[config.mk]
export PLATFORM = sky130hd
export DESIGN_NAME = iisum_ofifo
export DESIGN_NICKNAME = d
export VERILOG_FILES = /design/src/rtl/iisum_pkg.sv /design/src/rtl/iisum_ofifo.sv
export SDC_FILE = /design/constraint.sdc
export NUM_CORES = 1
export LEC_CHECK = 0
export BUFFER_PORTS_ARGS = -buffer_cell sky130_fd_sc_hd__buf_2
export CORE_MARGIN = 2
export CORE_UTILIZATION = 55
export DETAILED_ROUTE_END_ITERATION = 8
export PLACE_DENSITY = 0.88
export SLEW_MARGIN = 20
export SYNTH_ARGS = -nofsm -noshare
export SYNTH_HDL_FRONTEND = slang
export SYNTH_SLANG_ARGS = --single-unit
[constraint.sdc]
create_clock -name aclk -period 4.7 [get_ports aclk]
set_clock_uncertainty 0.1 [all_clocks]
set_input_delay 0.705 -clock aclk [delete_from_list [all_inputs] [get_ports aclk]]
set_output_delay 0.705 -clock aclk [all_outputs]
set_load 0.02 [all_outputs]
[src/rtl/iisum_pkg.sv]
// Shared constants, register codes and stage types for the integral image core.
`default_nettype none

package iisum_pkg;

    localparam int unsigned MAX_WIDTH_DEF    = 4096;
    localparam int unsigned MAX_CHANNELS_DEF = 4;
    localparam int unsigned MAX_HEIGHT_DEF   = 4096;

    localparam int unsigned DIM_W       = 13;
    localparam int unsigned CHAN_CFG_W  = 3;
    localparam int unsigned SAMPLE_W    = 8;
    localparam int unsigned SUM_W       = 32;
    localparam int unsigned CFG_INDEX_W = 2;
    localparam int unsigned CFG_DATA_W  = 13;

    localparam int unsigned OFIFO_DEPTH = 4;

    localparam logic [DIM_W-1:0]      WIDTH_RST  = 13'd640;
    localparam logic [DIM_W-1:0]      HEIGHT_RST = 13'd480;
    localparam logic [CHAN_CFG_W-1:0] CHAN_RST   = 3'd1;

    typedef enum logic [CFG_INDEX_W-1:0] {
        REG_IMAGE_WIDTH    = 2'd0,
        REG_IMAGE_HEIGHT   = 2'd1,
        REG_CHANNEL_COUNT  = 2'd2,
        REG_SIGNED_SAMPLES = 2'd3
    } cfg_reg_t;

    // Control that travels with a request from the read stage to the add stage.
    typedef struct packed {
        logic valid;
        logic first_row;
        logic last;
        logic fwd_hit;
    } s1_flags_t;

    typedef struct packed {
        logic [SUM_W-1:0] sum;
        logic             last;
    } result_t;

endpackage

`default_nettype wire

[src/rtl/iisum_ofifo.sv]
// Small result queue that decouples the add stage from the result channel.
`default_nettype none

module iisum_ofifo #(
    localparam int unsigned DEPTH = iisum_pkg::OFIFO_DEPTH,
    localparam int unsigned PW    = $clog2(DEPTH),
    localparam int unsigned NW    = $clog2(DEPTH + 1)
) (
    input  wire logic               aclk,
    input  wire logic               aresetn,
    input  wire logic               push,
    input  wire iisum_pkg::result_t push_item,
    input  wire logic               pop_ready,
    output logic                    pop_valid,
    output iisum_pkg::result_t      pop_item,
    output logic [NW-1:0]           count
);

    iisum_pkg::result_t entry_reg [DEPTH];
    logic [PW-1:0] wr_ptr_reg, wr_ptr_next;
    logic [PW-1:0] rd_ptr_reg, rd_ptr_next;
    logic [NW-1:0] count_reg, count_next;
    logic          pop;

    assign pop         = pop_valid && pop_ready;
    assign wr_ptr_next = push ? wr_ptr_reg + PW'(1) : wr_ptr_reg;
    assign rd_ptr_next = pop ? rd_ptr_reg + PW'(1) : rd_ptr_reg;
    assign count_next  = count_reg + NW'(push) - NW'(pop);

    always_ff @(posedge aclk) begin
        if (!aresetn) begin
            wr_ptr_reg <= '0;
            rd_ptr_reg <= '0;
            count_reg  <= '0;
        end else begin
            wr_ptr_reg <= wr_ptr_next;
            rd_ptr_reg <= rd_ptr_next;
            count_reg  <= count_next;
        end
    end

    always_ff @(posedge aclk) begin
        if (push) begin
            entry_reg[wr_ptr_reg] <= push_item;
        end
    end

    assign pop_valid = (count_reg != '0);
    assign pop_item  = entry_reg[rd_ptr_reg];
    assign count     = count_reg;

endmodule

`default_nettype wire
==> results.json <==
{
  "outcome": "finished clean",
  "yosys_warnings": 0,
  "clk_latency_ns": 0.51,
  "power_density_nw_per_um2": 553,
  "seqPwrFrac_pct": 43.8,
  "synth_area_um2": 5280,
  "io_pins": 74,
  "max_slew_margin_pct": 41.0,
  "period_needed_ns": 3.29,
  "hold_violations": 0,
  "netlist_instances": 217,
  "drt-total-wl_mm": 9.04,
  "grt_usage_pct": 19.0,
  "async_flop_share_pct": 0,
  "r2r-start": "count[1]$_SDFF_PN0_",
  "p_total_uw": 3510,
  "register_area_um2": 4150,
  "dieArea_um2": 10400,
  "synth_nets": 261,
  "avgViaCountPerCell": 5.45,
  "drive_gt1_share_pct": 44.3,
  "start_kind": "flip-flop",
  "fin_tns_setup_ns": 0,
  "place_congestion": 0.713,
  "drv_slew": 0,
  "first_iter_violations": 117,
  "maxCapViolations": 0,
  "syn2layout_area_growth_pct": 20.3,
  "cts_buffer_depth": 2,
  "clock-sinks": 141,
  "largest_reg_flops": 132,
  "wl_per_cell_um": 20.4,
  "ys_seq_elements": 141,
  "yosysSeqAreaShare_pct": 78.5,
  "overflow": 0,
  "nets": 346,
  "route.detailed.drc": 0,
  "start_util_pct": 56.8,
  "hp-class": "primary input to flip-flop",
  "reg2reg_to": "count[2]$_SDFF_PN0_",
  "coreArea_um2": 9280,
  "dr.pass1.iters": 4,
  "cts_tree": "built",
  "dp_hpwl_mm": 4.93,
  "die_y_um": 102,
  "postCtsSetupRepairBufs": 0,
  "fin_util_pct": 68.4,
  "ir_drop_v": 0.000337,
  "cts_resized": 0,
  "yosys-top-cells-area": "edfxtp_1 75%, mux4_2 13%, dfxtp_1 3.4%",
  "p_sw_share_pct": 24.6,
  "io_buffer_count": 73,
  "via_count": 2421,
  "rr_worst_depth": 7,
  "cts_buffers": 17,
  "yosysTopAreaCell": "edfxtp_1",
  "postCtsHoldBufs": 0,
  "grt_pass1_wl_mm": 13.7,
  "p_int_uw": 2650,
  "clkTransAtPathRegs_ns": 0.06,
  "finalCritPeriodShare_pct": 69.9,
  "endpoint_kind": "output pin",
  "p_leak_uw": 0.00222,
  "avgSynthCellArea_um2": 24.3,
  "fillCellCount": 592,
  "clkPwrFrac_pct": 39.3,
  "final_common_cell": "edfxtp_1",
  "tightest_slew_ns": 0.885,
  "finalSetupViolCount": 0,
  "switchingPower_uw": 864,
  "hp-start": "push_item[15]",
  "ys_types": 21,
  "cts_root_buf": "clkbuf_8",
  "cp-endpoint": "pop_item[8]",
  "final_cell_mix": "132 x edfxtp_1, 73 x buf_2, 30 x mux4_2",
  "synth_top_flop_cell": "edfxtp_1",
  "yosys.area.top_type_share_pct": 75.1,
  "max_freq_ghz": 0.304,
  "regToRegSetupSlack_ns": 2.56,
  "rsz0062_at_grt": "false",
  "die_x_um": 102,
  "rows": 35,
  "worstPathArrival_ns": 2.48,
  "grt_pass1_vias": 2497,
  "worstPathRequired_ns": 3.89,
  "multi_input_area_um2": 1030,
  "critPathMaxFanout": 22,
  "crit_type": "flip-flop to output pin",
  "htreeDepth": 4,
  "synth_edf_count": 132,
  "antenna_left": 0,
  "combPwrFrac_pct": 16.8,
  "grt_max_degree": 34,
  "antenna_found_initial": 0
}
[cell type report]
| cell class | instances | share of cell area [%] |
|---|---|---|
| tap | 129 | 2.54 |
| clock buffer | 18 | 6.58 |
| inverter | 6 | 0.355 |
| timing repair buffer | 74 | 5.87 |
| clock inverter | 13 | 3.11 |
| multi-input combinational | 62 | 16.2 |
| sequential | 141 | 65.3 |
| antenna | 1 | 0.0394 |
[per-layer routing]
layer,wire (µm),vias up,GRT usage [%]
li1,-,1071,-
met2,4540,97,29.1
met1,3760,1243,25.0
met3,616,10,7.18
met5,0,-,0
met4,127,0,7.90
[per-stage QoR]
stage / hold WS (ns) / instances / area, µm² / setup slack (ns)
2_1_floorplan: 0.349 / 217 / 5280 / 2.50
3_3_place_gp: 0.355 / 412 / 5730 / 1.91
3_5_place_dp: 0.381 / 412 / 5730 / 1.88
4_1_cts: 0.284 / 443 / 6340 / 1.33
5_1_grt: 0.283 / 443 / 6340 / 1.20
6_report: 0.307 / 444 / 6350 / 1.41
[power groups by stage]
stage | logic (µW) | registers [µW] | clock network [µW]
global route | 637 | 1550 | 1450
CTS | 599 | 1550 | 1390
global placement | 579 | 1560 | 0
detailed placement | 591 | 1570 | 0
floorplan | 500 | 1510 | 0
finish | 591 | 1540 | 1380
[worst min-delay path by stage]
stage	slack, ns	endpoint	cells after the start
5_1_grt	0.28	entry_reg[2][23]$_DFFE_PP_	1
6_report	0.31	entry_reg[2][15]$_DFFE_PP_	1
3_3_place_gp	0.35	flip-flop	2
2_1_floorplan	0.35	flip-flop	2
3_5_place_dp	0.38	flip-flop	2
4_1_cts	0.28	entry_reg[1][21]$_DFFE_PP_	1
[cells by family (layout without fill, tap and decap cells)]
logic type,Yosys count,after routing,share of synthesized area [%]
buffers and inverters,14,111,2.13
AO/OA/AOI/OAI,2,2,0.332
adder cells (fa/ha/maj),7,7,1.80
multiplexers,37,37,15.1
AND/OR/NAND/NOR,14,14,1.56
flip-flops,141,141,78.5
XOR/XNOR,2,2,0.593
other,0,1,0
[cell usage after synthesis (all sizes together), types with 2 or more instances]
cell    count
and2        8
buf         7
dfxtp       9
edfxtp    132
ha          6
inv         6
mux2i       4
mux4       33
nand2       2
nand2b      2
[worst max-delay path, stage by stage, from the launching register on]
cell,delay (ns)
dfxtp_2,0.83
buf_4,0.38
mux4_2,0.57
buf_2,0.18
No activity file was read; power rests on OpenSTA's default activity.
