File: src/rtl/iisum_pkg.sv
// Shared constants, register codes and stage types for the integral image core.
`default_nettype none

package iisum_pkg;

    localparam int unsigned MAX_WIDTH_DEF    = 4096;
    localparam int unsigned MAX_CHANNELS_DEF = 4;
    localparam int unsigned MAX_HEIGHT_DEF   = 4096;

    localparam int unsigned DIM_W       = 13;
    localparam int unsigned CHAN_CFG_W  = 3;
    localparam int unsigned SAMPLE_W    = 8;
    localparam int unsigned SUM_W       = 32;
    localparam int unsigned CFG_INDEX_W = 2;
    localparam int unsigned CFG_DATA_W  = 13;

    localparam int unsigned OFIFO_DEPTH = 4;

    localparam logic [DIM_W-1:0]      WIDTH_RST  = 13'd640;
    localparam logic [DIM_W-1:0]      HEIGHT_RST = 13'd480;
    localparam logic [CHAN_CFG_W-1:0] CHAN_RST   = 3'd1;

    typedef enum logic [CFG_INDEX_W-1:0] {
        REG_IMAGE_WIDTH    = 2'd0,
        REG_IMAGE_HEIGHT   = 2'd1,
        REG_CHANNEL_COUNT  = 2'd2,
        REG_SIGNED_SAMPLES = 2'd3
    } cfg_reg_t;

    // Control that travels with a request from the read stage to the add stage.
    typedef struct packed {
        logic valid;
        logic first_row;
        logic last;
        logic fwd_hit;
    } s1_flags_t;

    typedef struct packed {
        logic [SUM_W-1:0] sum;
        logic             last;
    } result_t;

endpackage

`default_nettype wire

File: src/rtl/iisum_ctrl.sv
// Position counters, row prefix sums and line store addressing.
`default_nettype none

module iisum_ctrl #(
    parameter int unsigned MAX_WIDTH    = iisum_pkg::MAX_WIDTH_DEF,
    parameter int unsigned MAX_CHANNELS = iisum_pkg::MAX_CHANNELS_DEF,
    parameter int unsigned MAX_HEIGHT   = iisum_pkg::MAX_HEIGHT_DEF,
    localparam int unsigned AW = (MAX_WIDTH * MAX_CHANNELS > 1) ?
                                 $clog2(MAX_WIDTH * MAX_CHANNELS) : 1
) (
    input  wire logic                               aclk,
    input  wire logic                               aresetn,
    input  wire logic [iisum_pkg::DIM_W-1:0]        image_width,
    input  wire logic [iisum_pkg::DIM_W-1:0]        image_height,
    input  wire logic [iisum_pkg::CHAN_CFG_W-1:0]   channel_count,
    input  wire logic                               signed_samples,
    input  wire logic                               accept,
    input  wire logic [iisum_pkg::SAMPLE_W-1:0]     sample,
    output logic                                    rd_en,
    output logic [AW-1:0]                           rd_addr,
    output iisum_pkg::s1_flags_t                    s1_flags,
    output logic [AW-1:0]                           s1_addr,
    output logic [iisum_pkg::SUM_W-1:0]             s1_prefix
);

    localparam int unsigned CW  = (MAX_WIDTH > 1) ? $clog2(MAX_WIDTH) : 1;
    localparam int unsigned RW  = (MAX_HEIGHT > 1) ? $clog2(MAX_HEIGHT) : 1;
    localparam int unsigned HW  = (MAX_CHANNELS > 1) ? $clog2(MAX_CHANNELS) : 1;
    localparam int unsigned WDW = ($clog2(MAX_WIDTH + 1) > iisum_pkg::DIM_W) ?
                                  $clog2(MAX_WIDTH + 1) : iisum_pkg::DIM_W;
    localparam int unsigned HDW = ($clog2(MAX_HEIGHT + 1) > iisum_pkg::DIM_W) ?
                                  $clog2(MAX_HEIGHT + 1) : iisum_pkg::DIM_W;
    localparam int unsigned CCW = iisum_pkg::CHAN_CFG_W;
    localparam int unsigned SW  = iisum_pkg::SUM_W;

    logic [CW-1:0] col_reg, col_next, col_eff;
    logic [RW-1:0] row_reg, row_next, row_eff;
    logic [HW-1:0] ch_reg, ch_next, ch_eff;
    logic [SW-1:0] prefix_reg [MAX_CHANNELS];

    logic [WDW-1:0] w_eff;
    logic [HDW-1:0] h_eff;
    logic [CCW-1:0] c_eff;
    logic           ch_wrap, col_wrap, row_wrap;
    logic [SW-1:0]  s_ext, prefix_cur;
    logic [AW-1:0]  addr;

    iisum_pkg::s1_flags_t s1_flags_reg, s1_flags_next;
    logic [AW-1:0]        s1_addr_reg;
    logic [SW-1:0]        s1_prefix_reg;

    // Saturate the geometry into its legal range.
    always_comb begin
        if (image_width == '0) begin
            w_eff = WDW'(1);
        end else if (WDW'(image_width) > WDW'(MAX_WIDTH)) begin
            w_eff = WDW'(MAX_WIDTH);
        end else begin
            w_eff = WDW'(image_width);
        end
        if (image_height == '0) begin
            h_eff = HDW'(1);
        end else if (HDW'(image_height) > HDW'(MAX_HEIGHT)) begin
            h_eff = HDW'(MAX_HEIGHT);
        end else begin
            h_eff = HDW'(image_height);
        end
        if (channel_count == '0) begin
            c_eff = CCW'(1);
        end else if (channel_count > CCW'(MAX_CHANNELS)) begin
            c_eff = CCW'(MAX_CHANNELS);
        end else begin
            c_eff = channel_count;
        end
    end

    // Pull positions that lie beyond a shrunk geometry back to the last slot.
    assign col_eff = (WDW'(col_reg) >= w_eff) ? CW'(w_eff - WDW'(1)) : col_reg;
    assign row_eff = (HDW'(row_reg) >= h_eff) ? RW'(h_eff - HDW'(1)) : row_reg;
    assign ch_eff  = (CCW'(ch_reg) >= c_eff) ? HW'(c_eff - CCW'(1)) : ch_reg;

    assign ch_wrap  = (CCW'(ch_eff) + CCW'(1)) >= c_eff;
    assign col_wrap = ch_wrap && ((WDW'(col_eff) + WDW'(1)) >= w_eff);
    assign row_wrap = col_wrap && ((HDW'(row_eff) + HDW'(1)) >= h_eff);

    assign ch_next  = ch_wrap ? '0 : ch_eff + HW'(1);
    assign col_next = col_wrap ? '0 : (ch_wrap ? col_eff + CW'(1) : col_eff);
    assign row_next = row_wrap ? '0 : (col_wrap ? row_eff + RW'(1) : row_eff);

    assign s_ext = signed_samples ? {{(SW - iisum_pkg::SAMPLE_W){sample[7]}}, sample}
                                  : {{(SW - iisum_pkg::SAMPLE_W){1'b0}}, sample};

    assign prefix_cur = (col_eff == '0) ? s_ext : prefix_reg[ch_eff] + s_ext;

    assign addr = AW'(AW'(col_eff) * AW'(c_eff)) + AW'(ch_eff);

    always_comb begin
        s1_flags_next.valid     = accept;
        s1_flags_next.first_row = (row_eff == '0);
        s1_flags_next.last      = row_wrap;
        // The previous request writes this entry in the same cycle.
        s1_flags_next.fwd_hit   = accept && s1_flags_reg.valid && (s1_addr_reg == addr);
    end

    always_ff @(posedge aclk) begin
        if (!aresetn) begin
            col_reg      <= '0;
            row_reg      <= '0;
            ch_reg       <= '0;
            s1_flags_reg <= '0;
            for (int i = 0; i < MAX_CHANNELS; i++) begin
                prefix_reg[i] <= '0;
            end
        end else begin
            s1_flags_reg <= s1_flags_next;
            if (accept) begin
                col_reg            <= col_next;
                row_reg            <= row_next;
                ch_reg             <= ch_next;
                prefix_reg[ch_eff] <= prefix_cur;
            end
        end
    end

    always_ff @(posedge aclk) begin
        if (accept) begin
            s1_addr_reg   <= addr;
            s1_prefix_reg <= prefix_cur;
        end
    end

    assign rd_en     = accept && (row_eff != '0);
    assign rd_addr   = addr;
    assign s1_flags  = s1_flags_reg;
    assign s1_addr   = s1_addr_reg;
    assign s1_prefix = s1_prefix_reg;

endmodule

`default_nettype wire

File: config.mk
export PLATFORM = sky130hd
export DESIGN_NAME = iisum_ctrl
export DESIGN_NICKNAME = d
export VERILOG_FILES = /design/src/rtl/iisum_pkg.sv /design/src/rtl/iisum_ctrl.sv
export SDC_FILE = /design/constraint.sdc
export NUM_CORES = 1
export LEC_CHECK = 0
export ABC_CLOCK_PERIOD_IN_PS = 11500
export BUFFER_PORTS_ARGS = -buffer_cell sky130_fd_sc_hd__buf_2
export CAP_MARGIN = 30
export CORE_ASPECT_RATIO = 1.25
export CORE_MARGIN = 2
export CORE_UTILIZATION = 55
export CTS_CLUSTER_DIAMETER = 150
export DETAILED_ROUTE_END_ITERATION = 6
export GPL_TIMING_DRIVEN = 0
export PLACE_DENSITY = 0.74
export RECOVER_POWER = 100
export SYNTH_ARGS = -nofsm -noshare
export SYNTH_HDL_FRONTEND = slang
export SYNTH_SLANG_ARGS = --single-unit
File: constraint.sdc
create_clock -name aclk -period 11.5 [get_ports aclk]
set_input_delay 2.3 -clock aclk [delete_from_list [all_inputs] [get_ports aclk]]
set_output_delay 2.3 -clock aclk [all_outputs]
set_load 0.01 [all_outputs]
==> impl_metrics.sql, run 1 <==
INSERT INTO impl_metrics (metric_group, metric, value, unit) VALUES
('sta', 'whs', '0.500', 'ns'),
('finish', 'finish.cell_count_without_fillers', '2069', ''),
('sta', 'setup_total_negative_slack', '0', 'ns'),
('floorplanning', 'die-area', '0.0276', 'mm^2'),
('setup_path', 'crit-reg2reg-capture', 'prefix_reg[3][29]', ''),
('finish', 'finish.instance_area', '0.0161', 'mm^2'),
('cts', 'h-tree-depth', '1', ''),
('sta', 'final_count_of_pins_violating_max_slew', '150', ''),
('worst_hold_path', 'timing.hold.worst_path_depth', '1', ''),
('power', 'power.static_leakage', '6.74', 'nW'),
('outcome', 'run_status', 'finished, violations left', ''),
('sta', 'clock-skew-final', '0.0111', 'ns'),
('grt', 'global_route.overflow_total', '0', ''),
('power', 'clock_power_share', '0.269', ''),
('detailed_routing', 'via_per_inst', '5.99', ''),
('synthesis', 'netlist-cell-type-count', '83', ''),
('placement', 'gp_routability_congestion', '0.926', ''),
('synthesis', 'main_combinational_cell_family_by_area_after_synthesis', 'simple AND/OR/NAND/NOR gates', ''),
('setup_path', 'critical_path.max_stage_delay', '0.78', 'ns'),
('synthesis', 'ys_async_sr_fraction', '0', ''),
('synthesis', 'postSynthCellCount', '1581', ''),
('floorplanning', 'die_w', '149', 'um'),
('placement', 'dp_cells', '2026', ''),
('finish', 'nets', '1884', ''),
('power', 'power.share.sequential', '0.359', ''),
('setup_path', 'cp.buffers_inverters', '5', ''),
('detailed_routing', 'remaining_drc_errors', '0', ''),
('synthesis', 'synth_simple_gate_area_share', '0.210', ''),
('setup_path', 'worst-setup-path-type', 'in2out', ''),
('grt', 'pin_count_of_the_biggest_net_entering_global_routing', '33', ''),
('finish', 'largest_register_ffs', '128', ''),
('synthesis', 'number_of_nets_produced_by_synthesis', '1754', ''),
('cts', 'cts_sinks', '204', ''),
('power', 'switching_share', '0.368', ''),
('cts', 'cts-hold-fix-buffers', '0', ''),
('finish', 'nFillCells', '2340', ''),
('cts', 'cts_max_path_buffers', '3', ''),
('sta', 'number_of_setup_violations_in_the_final_report', '0', ''),
('sta', 'final_count_of_hold_timing_violations', '0', ''),
('setup_path', 'critical_path.cell_chain', 'clkbuf_1 -> nor2b_1 -> or2_2 -> inv_1 -> ha_1 -> nor3b_1 -> nor2_1 -> a31oi_1 -> inv_1 -> clkbuf_1 -> ha_1 -> ha_1 -> fa_1 -> a211oi_1 -> nor2_1 -> o221ai_1 -> nor2_1 -> a211oi_1 -> o21ai_0 -> xnor3_1 -> clkbuf_2', ''),
('sta', 'fmax', '91.0', 'MHz'),
('placement', 'placement.cell_area', '0.0155', 'mm^2'),
('cts', 'cts_post_setup_buffers_inserted', '0', ''),
('setup_path', 'cp_top_family', 'compound AO/OA/AOI/OAI gates', ''),
('sta', 'finalCriticalPeriod', '10.99', 'ns'),
('finish', 'most_common_cell_after_layout_fill_and_taps_aside', 'nor2_1', ''),
('worst_hold_path', 'holdPathEnd', 'ch_reg[0]', ''),
('grt', 'grt_usage', '0.271', ''),
('synthesis', 'synthXorXnorAreaFrac', '0.0512', ''),
('sta', 'period_share', '0.956', ''),
('synthesis', 'ys_dominant_reg_cell', 'edfxtp_1', ''),
('finish', 'highest_count_cells_in_the_layout_ignoring_fill_and_taps', 'nor2_1, nand2_1, edfxtp_1', ''),
('detailed_routing', 'vias', '12394', ''),
('grt', 'grt_pass1_wl', '60.0', 'mm'),
('finish', 'seq_area', '0.00583', 'mm^2'),
('setup_path', 'arrival_time_of_data_at_the_critical_path_endpoint', '8.69', 'ns'),
('finish', 'multi_input_comb_area', '0.00808', 'mm^2'),
('cts', 'cts_tree', 'yes', ''),
('sta', 'tightestPinTransition', '2.58', 'ns'),
('floorplanning', 'floorplan.initialDensity', '0.558', ''),
('floorplanning', 'core_region_area', '0.0259', 'mm^2'),
('detailed_routing', 'final_antenna_net_count', '0', ''),
('outcome', 'violations', 'max-capacitance violations, max-slew violations', ''),
('worst_hold_path', 'timing.hold.worst.start', 'ch_reg[0]', ''),
('cts', 'clk_transition_reported_paths', '0.06', 'ns'),
('power', 'vdd_drop_max', '155', 'uV'),
('power', 'p_int', '1.71', 'mW'),
('run', 'drv_cap', '5', ''),
('setup_path', 'critPathRequiredTime', '9.20', 'ns'),
('sta', 'grt_setup_unrepaired', 'no', ''),
('placement', 'dp_hpwl', '28.3', 'mm');
[metrics by stage]
stage	total power, mW	utilization	setup slack, ns
floorplan	1.69	-	1.64
global placement	1.98	0.594	0.650
detailed placement	2.00	0.597	0.596
CTS	2.73	0.626	0.547
global route	2.86	0.620	0.0271
finish	2.70	0.620	0.508
[synthesized netlist by cell type (17+ instances only)]
library cell  count  area share
a211oi_1         19      0.0099
xnor2_1          47       0.028
and3_1           41       0.018
clkbuf_1         52       0.013
nand2_1         223       0.058
nand4_1          17      0.0073
dfxtp_1          30       0.041
xor2_1           35       0.021
nor3_1           27      0.0093
a21o_1           27       0.014
mux2i_1          36       0.025
edfxtp_1        174        0.36
ha_1            120        0.10
inv_1            64       0.017
o21ai_0          38       0.013
nor2_1          224       0.058
a31oi_1          43       0.019
a21oi_1          73       0.025
nand3_1          43       0.015
[how the worst max path moves through the flow]
stage                     startpoint           to  slack, ns  cells past startpoint
detailed placement  channel_count[1]  rd_addr[13]       0.60                     21
global route          image_width[8]  rd_addr[13]       0.03                     26
CTS                 channel_count[1]  rd_addr[13]       0.55                     21
floorplan             image_width[8]  rd_addr[13]       1.64                     26
finish              channel_count[1]  rd_addr[13]       0.51                     21
global placement    channel_count[1]  rd_addr[13]       0.65                     21
[area by class of cell]
cell class              instances  area share
flip-flops and latches        204       0.362
diodes                          1    0.000156
well taps                     340      0.0265
multi-input cells            1237       0.503
inverters                      75      0.0175
repair buffers                105      0.0274
clock buffers                  30      0.0387
plain buffers                  65      0.0166
clock inverters                12     0.00778
[logic make-up after synthesis]
family / Yosys count
flip-flops: 204
adder cells (fa/ha/maj): 132
XOR/XNOR: 83
multiplexers: 45
AND/OR/NAND/NOR: 664
AO/OA/AOI/OAI: 313
buffers and inverters: 140
[power by group through the flow]
stage | clock [mW] | combinational [mW] | sequential (mW)
floorplan | 0 | 0.694 | 0.998
global route | 0.763 | 1.12 | 0.980
global placement | 0 | 0.992 | 0.983
CTS | 0.736 | 1.02 | 0.969
finish | 0.727 | 1.01 | 0.972
detailed placement | 0 | 1.02 | 0.983
[per-layer routing]
layer	GRT usage	share of wire	vias up
met4	0.104	0.036	0
met1	0.315	0.40	5933
met5	0	0	-
met2	0.509	0.51	372
met3	0.0276	0.051	94
li1	-	-	5995
No activity file was read; power rests on OpenSTA's default activity.
==> run 2, diff against run 1 <==
--- a/config.mk
+++ b/config.mk
@@ -9,11 +9,13 @@
 export BUFFER_PORTS_ARGS = -buffer_cell sky130_fd_sc_hd__buf_2
 export CAP_MARGIN = 30
+export CELL_PAD_IN_SITES_DETAIL_PLACEMENT = 2
+export CELL_PAD_IN_SITES_GLOBAL_PLACEMENT = 2
 export CORE_ASPECT_RATIO = 1.25
 export CORE_MARGIN = 2
-export CORE_UTILIZATION = 55
+export CORE_UTILIZATION = 39
 export CTS_CLUSTER_DIAMETER = 150
 export DETAILED_ROUTE_END_ITERATION = 6
 export GPL_TIMING_DRIVEN = 0
-export PLACE_DENSITY = 0.74
+export PLACE_DENSITY_LB_ADDON = 0.1
 export RECOVER_POWER = 100
 export SYNTH_ARGS = -nofsm -noshare
==> constraint.sdc (replaced) <==
create_clock -name aclk -period 11.5 [get_ports aclk]
set_input_delay 0.575 -clock aclk [delete_from_list [all_inputs] [get_ports aclk]]
set_output_delay 0.575 -clock aclk [all_outputs]
set_load 0.01 [all_outputs]
==> impl_metrics.sql, run 2 (synthesized netlist as in run 1, its figures left out) <==
INSERT INTO impl_metrics (metric_group, metric, value, unit) VALUES
('run', 'drv_cap', '4', ''),
('detailed_routing', 'remaining_drc_errors', '0', ''),
('sta', 'finalCriticalPeriod', '8.42', 'ns'),
('finish', 'final_layout_size_suffix_gt1_frac', '0.0606', ''),
('grt', 'initial_antenna_violation_count', '0', ''),
('cts', 'clk_transition_reported_paths', '0.06', 'ns'),
('cts', 'cts_tree', 'yes', ''),
('finish', 'multi_input_comb_area', '0.00808', 'mm^2'),
('setup_path', 'start_kind', 'input pin', ''),
('cts', 'cts_post_setup_buffers_inserted', '0', ''),
('finish', 'area_delta_synth_final', '12.2', '%'),
('setup_path', 'critPathRequiredTime', '10.93', 'ns'),
('finish', 'nFillCells', '4056', ''),
('power', 'power.static_leakage', '6.73', 'nW'),
('cts', 'cts-hold-fix-buffers', '0', ''),
('finish', 'diodes', '0', ''),
('setup_path', 'arrival_time_of_data_at_the_critical_path_endpoint', '7.85', 'ns'),
('sta', 'tightestPinTransition', '2.50', 'ns'),
('worst_hold_path', 'hold_path.class', 'in2reg', ''),
('detailed_routing', 'route.final.wire_length', '49.7', 'mm'),
('cts', 'worstSkewPairLatency', '0.53', 'ns'),
('cts', 'cts_sinks', '204', ''),
('grt', 'global_route.overflow_total', '0', ''),
('detailed_routing', 'routedWlPerCell', '22.5', 'um'),
('sta', 'fmax', '119', 'MHz'),
('placement', 'detailedPlace.worstSlack', '2.93', 'ns'),
('outcome', 'run_status', 'finished, violations left', ''),
('floorplanning', 'die_y', '219', 'um'),
('grt', 'grt_pass1_wl', '78.3', 'mm'),
('power', 'power_per_cell_area', '171', 'mW/mm^2'),
('finish', 'most_common_cell_after_layout_fill_and_taps_aside', 'nor2_1', ''),
('sta', 'final_count_of_pins_violating_max_slew', '88', ''),
('sta', 'number_of_setup_violations_in_the_final_report', '0', ''),
('outcome', 'violations', 'max-capacitance violations, max-slew violations', ''),
('grt', 'via_count_of_the_first_global_routing_pass', '14038', ''),
('sta', 'period_share', '0.732', ''),
('finish', 'seq_area', '0.00583', 'mm^2'),
('floorplanning', 'die-area', '0.0387', 'mm^2'),
('floorplanning', 'num_io_pins', '106', ''),
('detailed_routing', 'via_per_inst', '5.75', ''),
('finish', 'highest_count_cells_in_the_layout_ignoring_fill_and_taps', 'nor2_1, nand2_1, edfxtp_1', ''),
('setup_path', 'worst-setup-path-type', 'in2out', ''),
('sta', 'final_critical_path_setup_slack', '3.08', 'ns'),
('cts', 'cts-buffers-inserted', '23', ''),
('sta', 'timing.max_slew.rel_slack', '-0.684', ''),
('floorplanning', 'core_region_area', '0.0364', 'mm^2'),
('detailed_routing', 'final_antenna_net_count', '0', ''),
('placement', 'port-buffer-count', '103', ''),
('sta', 'grt_setup_unrepaired', 'no', ''),
('placement', 'gp_routability_congestion', '0.894', ''),
('floorplanning', 'rows', '78', ''),
('grt', 'pin_count_of_the_biggest_net_entering_global_routing', '32', ''),
('setup_path', 'setup.worst_path.end_class', 'output pin', ''),
('placement', 'dp_hpwl', '38.2', 'mm'),
('grt', 'grt_usage', '0.259', ''),
('floorplanning', 'floorplan.initialDensity', '0.398', ''),
('sta', 'final_count_of_hold_timing_violations', '0', ''),
('detailed_routing', 'dr.first_iter.drc_count', '488', ''),
('sta', 'clock-skew-final', '0.0143', 'ns'),
('finish', 'largest_register_ffs', '128', ''),
('cts', 'cts_max_path_buffers', '3', ''),
('power', 'vdd_drop_max', '133', 'uV'),
('setup_path', 'crit_fanout', '10', ''),
('cts', 'clockRootBuffer', 'clkbuf_16', ''),
('finish', 'nets', '1889', ''),
('cts', 'h-tree-depth', '1', ''),
('floorplanning', 'die_w', '176', 'um'),
('sta', 'setup_total_negative_slack', '0', 'ns'),
('detailed_routing', 'vias', '12722', ''),
('detailed_routing', 'detail_route.first_pass.iterations', '5', ''),
('cts', 'post_cts_sizing', '0', '');
## run 2: cell type report
| class | instances | area share |
|---|---|---|
| Multi-Input combinational cell | 1237 | 0.498 |
| Sequential cell | 204 | 0.359 |
| Clock buffer | 34 | 0.0392 |
| Tap cell | 480 | 0.0370 |
| Timing Repair Buffer | 110 | 0.0291 |
| Inverter | 75 | 0.0173 |
| Buffer | 65 | 0.0158 |
| Clock inverter | 7 | 0.00531 |
## run 2: where the power goes
part           internal [mW]  leakage (nW)  switching, mW
clock network          0.427         0.352          0.304
logic                  0.352          4.34          0.727
registers              0.932          2.04         0.0436
total                   1.71          6.73           1.07
## run 2: worst paths after layout
path | end | cells past startpoint | startpoint | slack, ns
hold / removal | s1_prefix[4] | 3 | sample[4] | 0.45
setup reg to reg | s1_prefix[29] | 20 | ch_reg[0] | 3.55
hold reg to reg | row_reg[0] | 2 | row_reg[0] | 0.53
setup / recovery | rd_addr[13] | 27 | image_width[3] | 3.08
## run 2: layer usage
metal | wire [um] | up-vias | track usage
met4 | 1480 | 0 | 0.0846
met2 | 27100 | 209 | 0.511
met3 | 1360 | 89 | 0.0227
met5 | 0 | - | 0
li1 | - | 5985 | -
met1 | 19700 | 6439 | 0.290
## run 2: stage by stage
stage	power, mW	instances	util	hold slack (ns)	instance area [um^2]
3_5_place_dp	2.09	2170	0.432	0.517	15700
4_1_cts	2.84	2211	0.452	0.435	16400
3_3_place_gp	2.03	2164	0.428	0.501	15600
6_report	2.79	2212	0.446	0.448	16200
5_1_grt	2.95	2212	0.446	0.454	16200
2_1_floorplan	1.69	1581	-	0.463	14500
## run 2: worst max-delay path, stage by stage
cell      delay [ns]
clkbuf_1        0.19
nor4_1          0.41
a31oi_1         0.20
or2_2           0.34
inv_1           0.10
ha_1            0.12
nand2b_1        0.09
a31oi_1         0.09
o21ai_0         0.41
a21o_1          0.18
clkbuf_1        0.36
clkbuf_1        0.54
o21ai_0         0.39
inv_1           0.21
nand2_1         0.10
fa_1            0.54
inv_1           0.05
ha_1            0.33
fa_1            0.50
a211oi_1        0.33
nor2_1          0.17
o221ai_1        0.30
nor2_1          0.10
a211oi_1        0.39
o21ai_0         0.18
xnor3_1         0.47
clkbuf_1        0.17
